===== src/rtl/wsd_pkg.sv =====
package wsd_pkg;

   localparam int unsigned TickHz = 100000;
   localparam int unsigned RpmMax = 23'h7FFFFF;
   localparam int unsigned SpdMax = 17'h1FFFF;

   // Register indexes of the configuration port.
   localparam logic [1:0] CSR_SPEED_FLOOR = 2'd0;
   localparam logic [1:0] CSR_MIN_RPM     = 2'd1;
   localparam logic [1:0] CSR_SLIP_THR    = 2'd2;

   // Capture channel codes.
   localparam logic [1:0] CH_ENGINE = 2'd0;
   localparam logic [1:0] CH_WHEEL1 = 2'd1;
   localparam logic [1:0] CH_WHEEL2 = 2'd2;

   // Divider operand width.
   localparam int unsigned DivW = 32;
   localparam int unsigned DivCntW = 5;

   typedef struct packed {
      logic        start;
      logic        signed_op;
      logic [DivW-1:0] dividend;
      logic [DivW-1:0] divisor;
   } div_req_type;

   typedef struct packed {
      logic        busy;
      logic        done;
      logic [DivW-1:0] quotient;
   } div_rsp_type;

endpackage


===== src/rtl/wsd_if.sv =====
interface wsd_req_if;
   logic        valid;
   logic        ready;
   logic [1:0]  channel;
   logic [15:0] stamp;
   modport source (output valid, channel, stamp, input ready);
   modport sink   (input valid, channel, stamp, output ready);
endinterface

interface wsd_rsp_if;
   logic               valid;
   logic               ready;
   logic [22:0]        engine_rpm;
   logic [16:0]        speed_hz;
   logic signed [15:0] acceleration;
   logic signed [26:0] slip_permille;
   logic               slipping;
   logic               divide_fault;
   modport source (output valid, engine_rpm, speed_hz, acceleration, slip_permille,
                   slipping, divide_fault, input ready);
   modport sink   (input valid, engine_rpm, speed_hz, acceleration, slip_permille,
                   slipping, divide_fault, output ready);
endinterface

interface wsd_csr_if;
   logic        valid;
   logic        ready;
   logic [1:0]  index;
   logic [26:0] data;
   modport source (output valid, index, data, input ready);
   modport sink   (input valid, index, data, output ready);
endinterface


===== src/rtl/wsd_divider.sv =====
module wsd_divider (
   input  logic                 clock,
   input  logic                 reset,
   input  wsd_pkg::div_req_type req,
   output wsd_pkg::div_rsp_type rsp
);
   import wsd_pkg::*;

   logic [DivW-1:0]    rem_ff, rem_in;
   logic [DivW-1:0]    quo_ff, quo_in;
   logic [DivW-1:0]    den_ff, den_in;
   logic               neg_ff, neg_in;
   logic               busy_ff, busy_in;
   logic               done_ff, done_in;
   logic [DivCntW-1:0] cnt_ff, cnt_in;
   logic [DivW:0]      trial;
   logic [DivW-1:0]    shifted;
   logic               a_neg, b_neg;

   // One restoring step per cycle on magnitudes; sign fixed at the end.
   always_comb begin
      a_neg   = req.signed_op & req.dividend[DivW-1];
      b_neg   = req.signed_op & req.divisor[DivW-1];
      rem_in  = rem_ff;
      quo_in  = quo_ff;
      den_in  = den_ff;
      neg_in  = neg_ff;
      busy_in = busy_ff;
      done_in = 1'b0;
      cnt_in  = cnt_ff;
      shifted = {rem_ff[DivW-2:0], quo_ff[DivW-1]};
      trial   = {1'b0, shifted} - {1'b0, den_ff};
      if (req.start && !busy_ff) begin
         rem_in  = '0;
         quo_in  = a_neg ? (~req.dividend + 1'b1) : req.dividend;
         den_in  = b_neg ? (~req.divisor + 1'b1) : req.divisor;
         neg_in  = a_neg ^ b_neg;
         busy_in = 1'b1;
         cnt_in  = '0;
      end else if (busy_ff) begin
         if (!trial[DivW]) begin
            rem_in = trial[DivW-1:0];
            quo_in = {quo_ff[DivW-2:0], 1'b1};
         end else begin
            rem_in = shifted;
            quo_in = {quo_ff[DivW-2:0], 1'b0};
         end
         cnt_in = cnt_ff + 1'b1;
         if (cnt_ff == DivCntW'(DivW - 1)) begin
            busy_in = 1'b0;
            done_in = 1'b1;
            if (neg_ff) quo_in = ~quo_in + 1'b1;
         end
      end
   end

   always_ff @(posedge clock) begin
      if (reset) begin
         busy_ff <= 1'b0;
         done_ff <= 1'b0;
         cnt_ff  <= '0;
      end else begin
         busy_ff <= busy_in;
         done_ff <= done_in;
         cnt_ff  <= cnt_in;
      end
      rem_ff <= rem_in;
      quo_ff <= quo_in;
      den_ff <= den_in;
      neg_ff <= neg_in;
   end

   assign rsp.busy     = busy_ff;
   assign rsp.done     = done_ff;
   assign rsp.quotient = quo_ff;

   a_done_after_busy: assert property (@(posedge clock) disable iff (reset)
      done_ff |-> $past(busy_ff)) else $error("divider done without busy");
   a_no_busy_done: assert property (@(posedge clock) disable iff (reset)
      !(done_ff && busy_ff)) else $error("divider done while busy");
   a_start_busy: assert property (@(posedge clock) disable iff (reset)
      (req.start && !busy_ff) |=> busy_ff) else $error("divider failed to start");

endmodule


===== src/rtl/wheel_slip_detector.sv =====
// An ignored channel or an engine arming edge goes straight to the result; an engine
// measuring edge first runs the frequency division. A wheel edge runs the frequency
// division if it measures, then the slip division unless the first-wheel acceleration
// is zero.
// Throughput: one transaction at a time; the next is taken in the cycle after the result leaves.
// Reset: synchronous, active high; clears armed flags, first stamps, history, threshold and result state.
module wheel_slip_detector (
   input logic       clock,
   input logic       reset,
   wsd_req_if.sink   req,
   wsd_rsp_if.source rsp,
   wsd_csr_if.sink   csr
);
   import wsd_pkg::*;

   typedef enum logic [2:0] {
      ST_IDLE, ST_FREQ, ST_FWAIT, ST_UPDATE, ST_SWAIT, ST_FLAG, ST_OUT
   } state_type;

   state_type          state_ff;
   logic [1:0]         ch_ff;
   logic [15:0]        stamp_ff;
   logic [2:0]         armed_ff;
   logic [15:0]        first_ff [3];
   logic [16:0]        hist_ff [4];
   logic [1:0]         slot_ff;
   logic [22:0]        rpm_ff;
   logic signed [26:0] slip_ff;
   logic               slipping_ff, fault_ff;
   logic [16:0]        speed_floor_ff;
   logic [22:0]        min_rpm_ff;
   logic signed [26:0] thr_ff;
   logic               rsp_valid_ff;
   logic               wheel_ff;

   div_req_type        dreq;
   div_rsp_type        drsp;
   logic               dstart;
   logic [DivW-1:0]    dnum, dden;
   logic               dsigned;

   logic [16:0]        period;
   logic [15:0]        pdiff;
   logic signed [15:0] a1, a2, acc;
   logic [16:0]        spd;
   logic [DivW-1:0]    q;
   logic [DivW+5:0]    rpm_wide;
   logic signed [31:0] num_slip;
   logic [16:0]        freq_sat;

   // Accelerations and speed from the histories; capture period, quotient scaling and slip numerator.
   always_comb begin
      a1  = slot_ff[0] ? 16'(hist_ff[0] - hist_ff[1]) : 16'(hist_ff[1] - hist_ff[0]);
      a2  = slot_ff[1] ? 16'(hist_ff[2] - hist_ff[3]) : 16'(hist_ff[3] - hist_ff[2]);
      acc = (a1 >= a2) ? a1 : a2;
      spd = (hist_ff[0] >= hist_ff[2]) ? hist_ff[0] : hist_ff[2];
      pdiff  = stamp_ff - first_ff[ch_ff];
      period = (pdiff == 16'd0) ? 17'h10000 : {1'b0, pdiff};
      q        = drsp.quotient;
      rpm_wide = 38'(q) * 38'd60;
      freq_sat = (q > DivW'(SpdMax)) ? 17'(SpdMax) : q[16:0];
      num_slip = (32'(a2) - 32'(a1)) * 32'sd1000;
   end

   // Divider launch selection.
   always_comb begin
      dstart  = 1'b0;
      dnum    = '0;
      dden    = '0;
      dsigned = 1'b0;
      if (state_ff == ST_FREQ) begin
         dstart = 1'b1;
         dnum   = DivW'(TickHz);
         dden   = DivW'(period);
      end else if (state_ff == ST_UPDATE && a1 != 16'sd0) begin
         dstart  = 1'b1;
         dsigned = 1'b1;
         dnum    = DivW'(num_slip);
         dden    = DivW'(32'(a1));
      end
      dreq.start     = dstart;
      dreq.signed_op = dsigned;
      dreq.dividend  = dnum;
      dreq.divisor   = dden;
   end

   wsd_divider u_div (.clock(clock), .reset(reset), .req(dreq), .rsp(drsp));

   assign req.ready = (state_ff == ST_IDLE);
   assign csr.ready = 1'b1;

   // Sequencer and state registers.
   always_ff @(posedge clock) begin
      if (reset) begin
         state_ff       <= ST_IDLE;
         armed_ff       <= '0;
         first_ff       <= '{default: '0};
         hist_ff        <= '{default: '0};
         slot_ff        <= '0;
         rpm_ff         <= '0;
         slip_ff        <= '0;
         slipping_ff    <= 1'b0;
         fault_ff       <= 1'b0;
         speed_floor_ff <= '0;
         min_rpm_ff     <= '0;
         thr_ff         <= '0;
         rsp_valid_ff   <= 1'b0;
         wheel_ff       <= 1'b0;
      end else begin
         if (csr.valid) begin
            case (csr.index)
               CSR_SPEED_FLOOR: speed_floor_ff <= csr.data[16:0];
               CSR_MIN_RPM:     min_rpm_ff     <= csr.data[22:0];
               CSR_SLIP_THR:    thr_ff         <= csr.data;
               default: ;
            endcase
         end
         case (state_ff)
            ST_IDLE: begin
               if (req.valid) begin
                  ch_ff    <= req.channel;
                  stamp_ff <= req.stamp;
                  wheel_ff <= (req.channel == CH_WHEEL1) || (req.channel == CH_WHEEL2);
                  if (req.channel == 2'd3) begin
                     state_ff <= ST_OUT;
                  end else if (!armed_ff[req.channel]) begin
                     armed_ff[req.channel] <= 1'b1;
                     first_ff[req.channel] <= req.stamp;
                     state_ff <= (req.channel == CH_ENGINE) ? ST_OUT : ST_UPDATE;
                  end else begin
                     state_ff <= ST_FREQ;
                  end
               end
            end
            ST_FREQ: state_ff <= ST_FWAIT;
            ST_FWAIT: begin
               if (drsp.done) begin
                  armed_ff[ch_ff] <= 1'b0;
                  first_ff[ch_ff] <= stamp_ff;
                  if (ch_ff == CH_ENGINE) begin
                     rpm_ff   <= (rpm_wide > 38'(RpmMax)) ? 23'(RpmMax) : rpm_wide[22:0];
                     state_ff <= ST_OUT;
                  end else begin
                     hist_ff[{ch_ff == CH_WHEEL2, slot_ff[ch_ff == CH_WHEEL2]}] <= freq_sat;
                     slot_ff[ch_ff == CH_WHEEL2] <= ~slot_ff[ch_ff == CH_WHEEL2];
                     state_ff <= ST_UPDATE;
                  end
               end
            end
            ST_UPDATE: begin
               if (a1 == 16'sd0) begin
                  slip_ff  <= '0;
                  fault_ff <= 1'b1;
                  state_ff <= ST_FLAG;
               end else begin
                  fault_ff <= 1'b0;
                  state_ff <= ST_SWAIT;
               end
            end
            ST_SWAIT: begin
               if (drsp.done) begin
                  slip_ff  <= 27'(q);
                  state_ff <= ST_FLAG;
               end
            end
            ST_FLAG: begin
               slipping_ff <= (spd > speed_floor_ff) && (rpm_ff > min_rpm_ff) &&
                              (slip_ff > thr_ff);
               state_ff <= ST_OUT;
            end
            ST_OUT: begin
               if (!rsp_valid_ff) begin
                  rsp_valid_ff <= 1'b1;
               end else if (rsp.ready) begin
                  rsp_valid_ff <= 1'b0;
                  state_ff     <= ST_IDLE;
               end
            end
            default: state_ff <= ST_IDLE;
         endcase
      end
   end

   assign rsp.valid         = rsp_valid_ff;
   assign rsp.engine_rpm    = rpm_ff;
   assign rsp.speed_hz      = spd;
   assign rsp.acceleration  = acc;
   assign rsp.slip_permille = slip_ff;
   assign rsp.slipping      = slipping_ff;
   assign rsp.divide_fault  = fault_ff;

   a_ready_idle: assert property (@(posedge clock) disable iff (reset)
      rsp_valid_ff |-> !req.ready) else $error("input taken while result pending");
   a_fault_zero: assert property (@(posedge clock) disable iff (reset)
      fault_ff |-> (slip_ff == 27'sd0)) else $error("fault with nonzero slip");
   a_engine_keeps: assert property (@(posedge clock) disable iff (reset)
      (state_ff == ST_OUT && !wheel_ff) |-> $stable(slip_ff))
      else $error("slip changed on engine edge");
   a_div_idle: assert property (@(posedge clock) disable iff (reset)
      (state_ff == ST_IDLE) |-> !drsp.busy) else $error("divider busy when idle");

endmodule


===== src/flat_wrapper.sv =====
// flat-port wrapper written by rule: the top's interface ports become plain ports
module wheel_slip_detector_flat import wsd_pkg::*;
  (clock, reset, req_valid, req_channel, req_stamp, req_ready, rsp_valid, rsp_engine_rpm, rsp_speed_hz, rsp_acceleration, rsp_slip_permille, rsp_slipping, rsp_divide_fault, rsp_ready, csr_valid, csr_index, csr_data, csr_ready);
  wsd_req_if req_i ();
  wsd_rsp_if rsp_i ();
  wsd_csr_if csr_i ();
  input logic clock;
  input logic reset;
  input wire logic [$bits(req_i.valid)-1:0] req_valid;
  input wire logic [$bits(req_i.channel)-1:0] req_channel;
  input wire logic [$bits(req_i.stamp)-1:0] req_stamp;
  output wire logic [$bits(req_i.ready)-1:0] req_ready;
  output wire logic [$bits(rsp_i.valid)-1:0] rsp_valid;
  output wire logic [$bits(rsp_i.engine_rpm)-1:0] rsp_engine_rpm;
  output wire logic [$bits(rsp_i.speed_hz)-1:0] rsp_speed_hz;
  output wire logic [$bits(rsp_i.acceleration)-1:0] rsp_acceleration;
  output wire logic [$bits(rsp_i.slip_permille)-1:0] rsp_slip_permille;
  output wire logic [$bits(rsp_i.slipping)-1:0] rsp_slipping;
  output wire logic [$bits(rsp_i.divide_fault)-1:0] rsp_divide_fault;
  input wire logic [$bits(rsp_i.ready)-1:0] rsp_ready;
  input wire logic [$bits(csr_i.valid)-1:0] csr_valid;
  input wire logic [$bits(csr_i.index)-1:0] csr_index;
  input wire logic [$bits(csr_i.data)-1:0] csr_data;
  output wire logic [$bits(csr_i.ready)-1:0] csr_ready;
  assign req_i.valid = req_valid;
  assign req_i.channel = req_channel;
  assign req_i.stamp = req_stamp;
  assign req_ready = req_i.ready;
  assign rsp_valid = rsp_i.valid;
  assign rsp_engine_rpm = rsp_i.engine_rpm;
  assign rsp_speed_hz = rsp_i.speed_hz;
  assign rsp_acceleration = rsp_i.acceleration;
  assign rsp_slip_permille = rsp_i.slip_permille;
  assign rsp_slipping = rsp_i.slipping;
  assign rsp_divide_fault = rsp_i.divide_fault;
  assign rsp_i.ready = rsp_ready;
  assign csr_i.valid = csr_valid;
  assign csr_i.index = csr_index;
  assign csr_i.data = csr_data;
  assign csr_ready = csr_i.ready;
  wheel_slip_detector u_core (.clock(clock), .reset(reset), .req(req_i), .rsp(rsp_i), .csr(csr_i));
endmodule

===== config.mk =====
export PLATFORM = sky130hd
export DESIGN_NAME = wheel_slip_detector_flat
export DESIGN_NICKNAME = d
export VERILOG_FILES = /design/src/rtl/wsd_pkg.sv /design/src/rtl/wsd_if.sv /design/src/rtl/wsd_divider.sv /design/src/rtl/wheel_slip_detector.sv /design/src/flat_wrapper.sv
export SDC_FILE = /design/constraint.sdc
export NUM_CORES = 2
export LEC_CHECK = 0
export BUFFER_PORTS_ARGS = -buffer_cell sky130_fd_sc_hd__buf_2
export CORE_ASPECT_RATIO = 1.25
export CORE_MARGIN = 5
export CORE_UTILIZATION = 45
export DETAILED_ROUTE_END_ITERATION = 16
export PLACE_DENSITY_LB_ADDON = 0.15
export SETUP_SLACK_MARGIN = 0.05
export SLEW_MARGIN = 20
export SYNTH_ARGS = -nofsm -noshare
export SYNTH_HDL_FRONTEND = slang
export SYNTH_SLANG_ARGS = --single-unit

===== constraint.sdc =====
create_clock -name clock -period 10.45 [get_ports clock]
set_input_delay 2.09 -clock clock [delete_from_list [all_inputs] [get_ports clock]]
set_output_delay 2.09 -clock clock [all_outputs]
set_load 0.1 [all_outputs]

# After elaboration in Yosys (flattened, before gate mapping)
# Index checks and enable logic that the tools add are counted.
[totals]
ff_bits = 365
out_inout_bits = 88
elab_cells = 204
inputBits = 52
[op_classes]
mul = 2
magnitude_cmp = 19
n_eq_ne = 19
bitwise_logic = 16
n_addsub = 11
muxes = 78
n_reduce_logical = 32
[ops]
columns = ["operator", "n"]
rows = [
  ["$mux 32", 12],
  ["$mux 48", 4],
  ["$mux 16", 7],
  ["$add 32x1->32 const B", 3],
  ["$bwmux 48", 2],
  ["$not 32->32", 3],
  ["$pmux 48 s2", 1],
  ["$sub 16x16->16", 5],
  ["$bwmux 68", 1],
  ["$mux 17", 4],
  ["$demux 16 s2", 2],
  ["$mux 27", 2],
  ["$pmux 27 s2", 1],
  ["$mux 3", 13],
  ["$gt 38x23->1 const B", 1],
  ["$mul 32x4->36 const B", 1],
  ["$demux 17 s2", 1],
  ["$sub 32x32->33", 1],
  ["$bmux 16 s2", 1],
  ["$gt 32x17->1 const B", 1],
  ["$logic_not 16->1", 2],
  ["$mul 32x8->29 const B", 1],
  ["$mux 31", 1],
  ["$gt 27x27->1", 1],
  ["other kinds (46)", 106],
]

# Longest topological paths before layout
[logic_depth]
depth_word = 14
mapped_depth = 40
mapped_depth_nobuf = 39

# Hierarchy
# Synthesis repeated with hierarchy kept, for this count alone.
[unflattened]
hier_cells = 3644
area_unflattened_um2 = 30350.4
[modules_own_cells]
columns = ["module", "seq_area_each_um2", "n_inst", "cells_each", "area_each_um2"]
rows = [
  ["wheel_slip_detector", 5365.1, 1, 2775, 22958.3],
  ["wsd_divider", 2712.6, 1, 869, 7392.1],
]

# Worst setup path before layout
# OpenSTA, ideal clock, no wires.
[synth_timing]
kind = "reg2reg"
start = "reg u_core.hist_ff[17] (netlist name)"
end = "reg u_core.u_div.quo_ff[28] (data pin)"
arrival_time_ps = 8535
path_stages_with_launch = 39
n_path_buf = 1
synth_period_minus_slack_ps = 8791
setup_slack_ps = 1659
setup_ps = 257
required_ps = 10193
cell_sequence = "dfxtp_1 > inv_1 > ha_1 > inv_1 > fa_1 > a21o_1 > a211oi_1 > a21oi_1 > a22o_1 > a221oi_1 > o21ai_0 > a31oi_1 > o21ai_0 > xor2_1 > ha_1 > clkbuf_1 > nand3_1 > o311ai_1 > [... 3 more ...] > fa_1 > inv_1 > fa_1 > inv_1 > fa_1 > inv_1 > ha_1 > a21o_1 > nand2b_1 > or2_2 > nor3_1 > o31ai_1 > a21oi_1 > xnor2_1 > nor3_1 > a31o_2 > nand4_1 > a32o_1"
[synth_via]
elab_chain_len = 10
elab_cells_between_ends = 12
cone_classes = "4 x add/sub; 1 x mul; 5 x mux; 2 x bitwise"
[synth_lines]
columns = ["element", "line_no", "text"]
rows = [
  ["from (decl)", "wheel_slip_detector.sv:25", "logic [16:0] hist_ff [4];"],
  ["from (signal, indexed assignment)", "wheel_slip_detector.sv:144", "hist_ff[{ch_ff == CH_WHEEL2, slot_ff[ch_ff == CH_WHEEL2]}] <= freq_sat;"],
  ["$sub 16x16->16", "wheel_slip_detector.sv:54", "a2 = slot_ff[1] ? 16'(hist_ff[2] - hist_ff[3]) : 16'(hist_ff[3] - hist_ff[2]);"],
  ["$mux 16 (*)", "wheel_slip_detector.sv:54", ""],
  ["$sub 16x16->17 (*)", "wheel_slip_detector.sv:62", "num_slip = (32'(a2) - 32'(a1)) * 32'sd1000;"],
  ["$mul 32x8->29 (*)", "wheel_slip_detector.sv:62", ""],
  ["$mux 32 (*)", "wheel_slip_detector.sv:75", "end else if (state_ff == ST_UPDATE && a1 != 16'sd0) begin"],
  ["$mux 32 (*)", "wheel_slip_detector.sv:71", "if (state_ff == ST_FREQ) begin"],
  ["$not 32->32", "wsd_divider.sv:35", "quo_in = a_neg ? (~req.dividend + 1'b1) : req.dividend;"],
  ["$add 32x1->32", "wsd_divider.sv:35", ""],
  ["$mux 32 (*)", "wsd_divider.sv:35", ""],
  ["$mux 32 (*)", "wsd_divider.sv:33", "if (req.start && !busy_ff) begin"],
  ["via u_core.u_div.quo_in[28]", "wsd_divider.sv:10", "logic [DivW-1:0] quo_ff, quo_in;"],
  ["to (signal assigned)", "wsd_divider.sv:68", "quo_ff <= quo_in;"],
  ["to (decl)", "wsd_divider.sv:10", ""],
]
# Mark *: on every way through the listed nets, which the timed path passes. The rest lies on a longest branch.
# A chain may end at the register's enable or synchronous reset.

# Worst setup path in the final report
[layout_timing]
start = "reg u_core.hist_ff[17] (netlist name)"
end = "reg u_core.u_div.quo_ff[25] (data pin)"
# Same word-level chain as after synthesis.

==> flow_summary.yaml <==
floorplanning:
  die_w_um: 242
  num_rows: 106
  start_util_pct: 45.4
  die_h_um: 300
  die_area_um2: 72800
  pin_count: 140
  core_um2: 66800
power_and_ir_drop:
  share_comb_of_total_power_pct: 61.3
  p_leak_nw: 14.1
  p_switching_mw: 3.96
  intPower_mw: 4.58
  p_seq_share_pct: 21.8
  pwr_density_cell_nw_per_um2: 256
  netSwitchingFraction_pct: 46.4
  clkPwrFrac_pct: 16.9
  vdd_drop_max_v: 0.000222
global_route:
  antenna_found_initial: 0
  grt_max_degree: 192
  grt_usage_pct: 23.7
  grt_overflow: 0
  grt_first_pass_wirelength_mm: 140
  first_global_vias: 25300
hold_path:
  min_delay_path_depth: 2
  hold_class: "flop to flop"
cells_and_area:
  seq_area_um2: 7780
  final_common_cell: "inv_1"
  multi_input_area_um2: 20600
  antenna_cells: 0
  layout-drive-gt1-share_pct: 8.07
  fillCellCount: 6613
  final_cell_mix: "379 x inv_1, 350 x ha_1, 341 x nor2_1, 321 x nand2_1, 292 x a21oi_1"
  area_growth_syn_to_layout_pct: 9.69
  nNetsFinal: 4251
routing:
  dr_total_vias: 26100
  dr.first_iter.drc_count: 1709
  wl_mm: 89.7
  routedWlPerCell_um: 19.4
  via_per_inst: 5.65
  drc: 0
  final_antenna_net_count: 0
  first_pass_iters: 7
yosys:
  synth.area.top_cells: "dfxtp_1 18%, ha_1 14%, fa_1 8.2%"
  yosysTopAreaCellShare_pct: 18.4
  syn_inst: 3651
  ys.flop_type: "dfxtp_1"
  yosysWarnings: 0
  synth_top_area_cell: "dfxtp_1"
  synth.ff_latch_count: 352
  synth_area_um2: 30400
  synthArstFlopShare_pct: 0
  avgSynthCellArea_um2: 8.31
  yosysUniqueCellTypes: 88
  synth_edf_count: 73
  synth_seq_area_share_pct: 25.6
placement:
  io_buffers: 138
  post-dp-hpwl_mm: 69.6
  pre_cts_ws_ns: 0.736
  place.gp.congestion: 0.928
timing:
  final_max_slew_viol_count: 0
  finalCritPeriodShare_pct: 92.1
  period_minus_slack_ns: 9.62
  finalClockSkew_ns: 0.0526
  worst_pin_slew_ns: 1.09
  fin_setup_tns_ns: 0
  setup_viol: 0
  hold_violations: 0
  max_freq_mhz: 104
  finalWorstSetupSlack_ns: 0.826
  rsz0062_at_grt: "no"
  slew_headroom_pct: 26.5
critical_path:
  cp-end-kind: "flop"
  crit_path_max_fanout: 9
  critPathSlowestCell: "a2111oi_0"
  criticalPathCategory: "flop to flop"
  worstRegToRegCells: 37
  critPathRequiredTime_ns: 10.72
  crit_buf_inv: 5
  worst_ep_arrival_time_ns: 9.90
  worst-path-stages: 37
  crit_top_cell: "inv_1"
  max_stage_delay_ns: 0.56
  start_kind: "flop"
  cp_top_family: "compound AO/OA/AOI/OAI gates"
clock_tree:
  cts_buffers: 42
  cts_tree: "yes"
  cts_hold_buffers: 0
  cts_htree_levels: 2
  cts.clk_slew.worst_paths_ns: 0.06
  cts-root-buf: "clkbuf_16"
  ctsLongestPathBuffers: 3
  worst_skew_pair.late_latency_ns: 0.60
  cts_sinks: 352
job:
  drv_cap: 0
run_status:
  outcome: "finished clean"
==> per-stage QoR <==
stage	hold WS (ns)	instances	area, um^2	power, mW	utilization, %
after global placement	0.443	4543	31900	7.10	47.8
after floorplan	0.436	3655	30400	5.92	-
after detailed placement	0.446	4543	31900	7.10	47.8
final	0.451	4619	33300	8.54	49.8
after CTS	0.455	4618	33300	8.58	49.8
after global routing	0.466	4619	33300	9.28	49.8
==> logic make-up after synthesis <==
| kind of cell | after synthesis | synth area share (%) |
|---|---|---|
| AND/OR/NAND/NOR | 1008 | 15.2 |
| buffers and inverters | 535 | 6.75 |
| adder cells (fa/ha/maj) | 475 | 22.7 |
| XOR/XNOR | 192 | 5.54 |
| other | 2 | 0.0247 |
| multiplexers | 59 | 1.98 |
| flip-flops | 352 | 25.6 |
| AO/OA/AOI/OAI | 1028 | 22.2 |
==> worst min-delay path: stages, from the launching register on <==
cell and delay (ns):
dfxtp_1 0.31, nand2_1 0.05, a21oi_1 0.05
==> what timing repair did <==
action / in CTS / in global routing
gates resized for setup: 0 / 2
setup buffers: 0 / 0
endpoints found under the setup margin: 0 / 20
==> layout make-up <==
| cell class | count | area share, % |
|---|---|---|
| clock buffers | 58 | 3.53 |
| clock inverters | 17 | 0.481 |
| flip-flops and latches | 352 | 23.4 |
| repair buffers | 178 | 3.05 |
| inverters | 382 | 4.31 |
| multi-input cells | 2768 | 62.0 |
| well taps | 864 | 3.25 |
==> per-layer routing <==
metal  global-route usage (%)  share of wire, %  vias to the layer above
li1                         -                 -                    13000
met1                     29.8                43                    12400
met4                     7.67               3.5                        0
met3                     2.71               4.5                      150
met2                     42.4                49                      584
met5                        0                 0                        -
==> power by group through the flow <==
stage	clock network, mW	registers, mW	logic [mW]
floorplan	0	1.81	4.11
global placement	0	1.89	5.21
detailed placement	0	1.89	5.21
CTS	1.48	1.87	5.24
global route	1.53	1.90	5.86
finish	1.44	1.86	5.23
==> state kept, by name, indices dropped and copies added, names as in the netlist, 16 cells and up <==
name and flops:
u_core.stamp_ff 16, u_core.min_rpm_ff 23, u_core.u_div.rem_ff 31, u_core.thr_ff 27, u_core.rsp.slip_permille 27, u_core.rsp.engine_rpm 22, u_core.first_ff 48, u_core.u_div.quo_ff 32
u_core.hist_ff 66, u_core.u_div.den_ff 22, u_core.speed_floor_ff 17
==> cell usage after synthesis, types with 52 or more instances <==
| cell type | n |
|---|---|
| ha_1 | 350 |
| edfxtp_1 | 73 |
| xor2_1 | 58 |
| dfxtp_1 | 279 |
| fa_1 | 125 |
| clkbuf_1 | 116 |
| inv_1 | 379 |
| a21oi_1 | 294 |
| a21o_1 | 78 |
| a211oi_1 | 174 |
| a22oi_1 | 86 |
| o21ai_0 | 145 |
| nand3_1 | 52 |
| nand2_1 | 321 |
| xnor2_1 | 134 |
| nor2_1 | 345 |
==> path summary, 6_finish.rpt <==
path                                          start                                end  slack [ns]
hold / removal    u_core.min_rpm_ff[7]$_SDFFE_PP0P_  u_core.min_rpm_ff[7]$_SDFFE_PP0P_        0.45
hold reg to reg   u_core.min_rpm_ff[7]$_SDFFE_PP0P_  u_core.min_rpm_ff[7]$_SDFFE_PP0P_        0.45
setup / recovery    u_core.hist_ff[17]$_SDFFE_PP0P_  u_core.u_div.quo_ff[25]$_DFFE_PP_        0.83
setup reg to reg    u_core.hist_ff[17]$_SDFFE_PP0P_  u_core.u_div.quo_ff[25]$_DFFE_PP_        0.83
No activity file was read; power rests on OpenSTA's default activity.
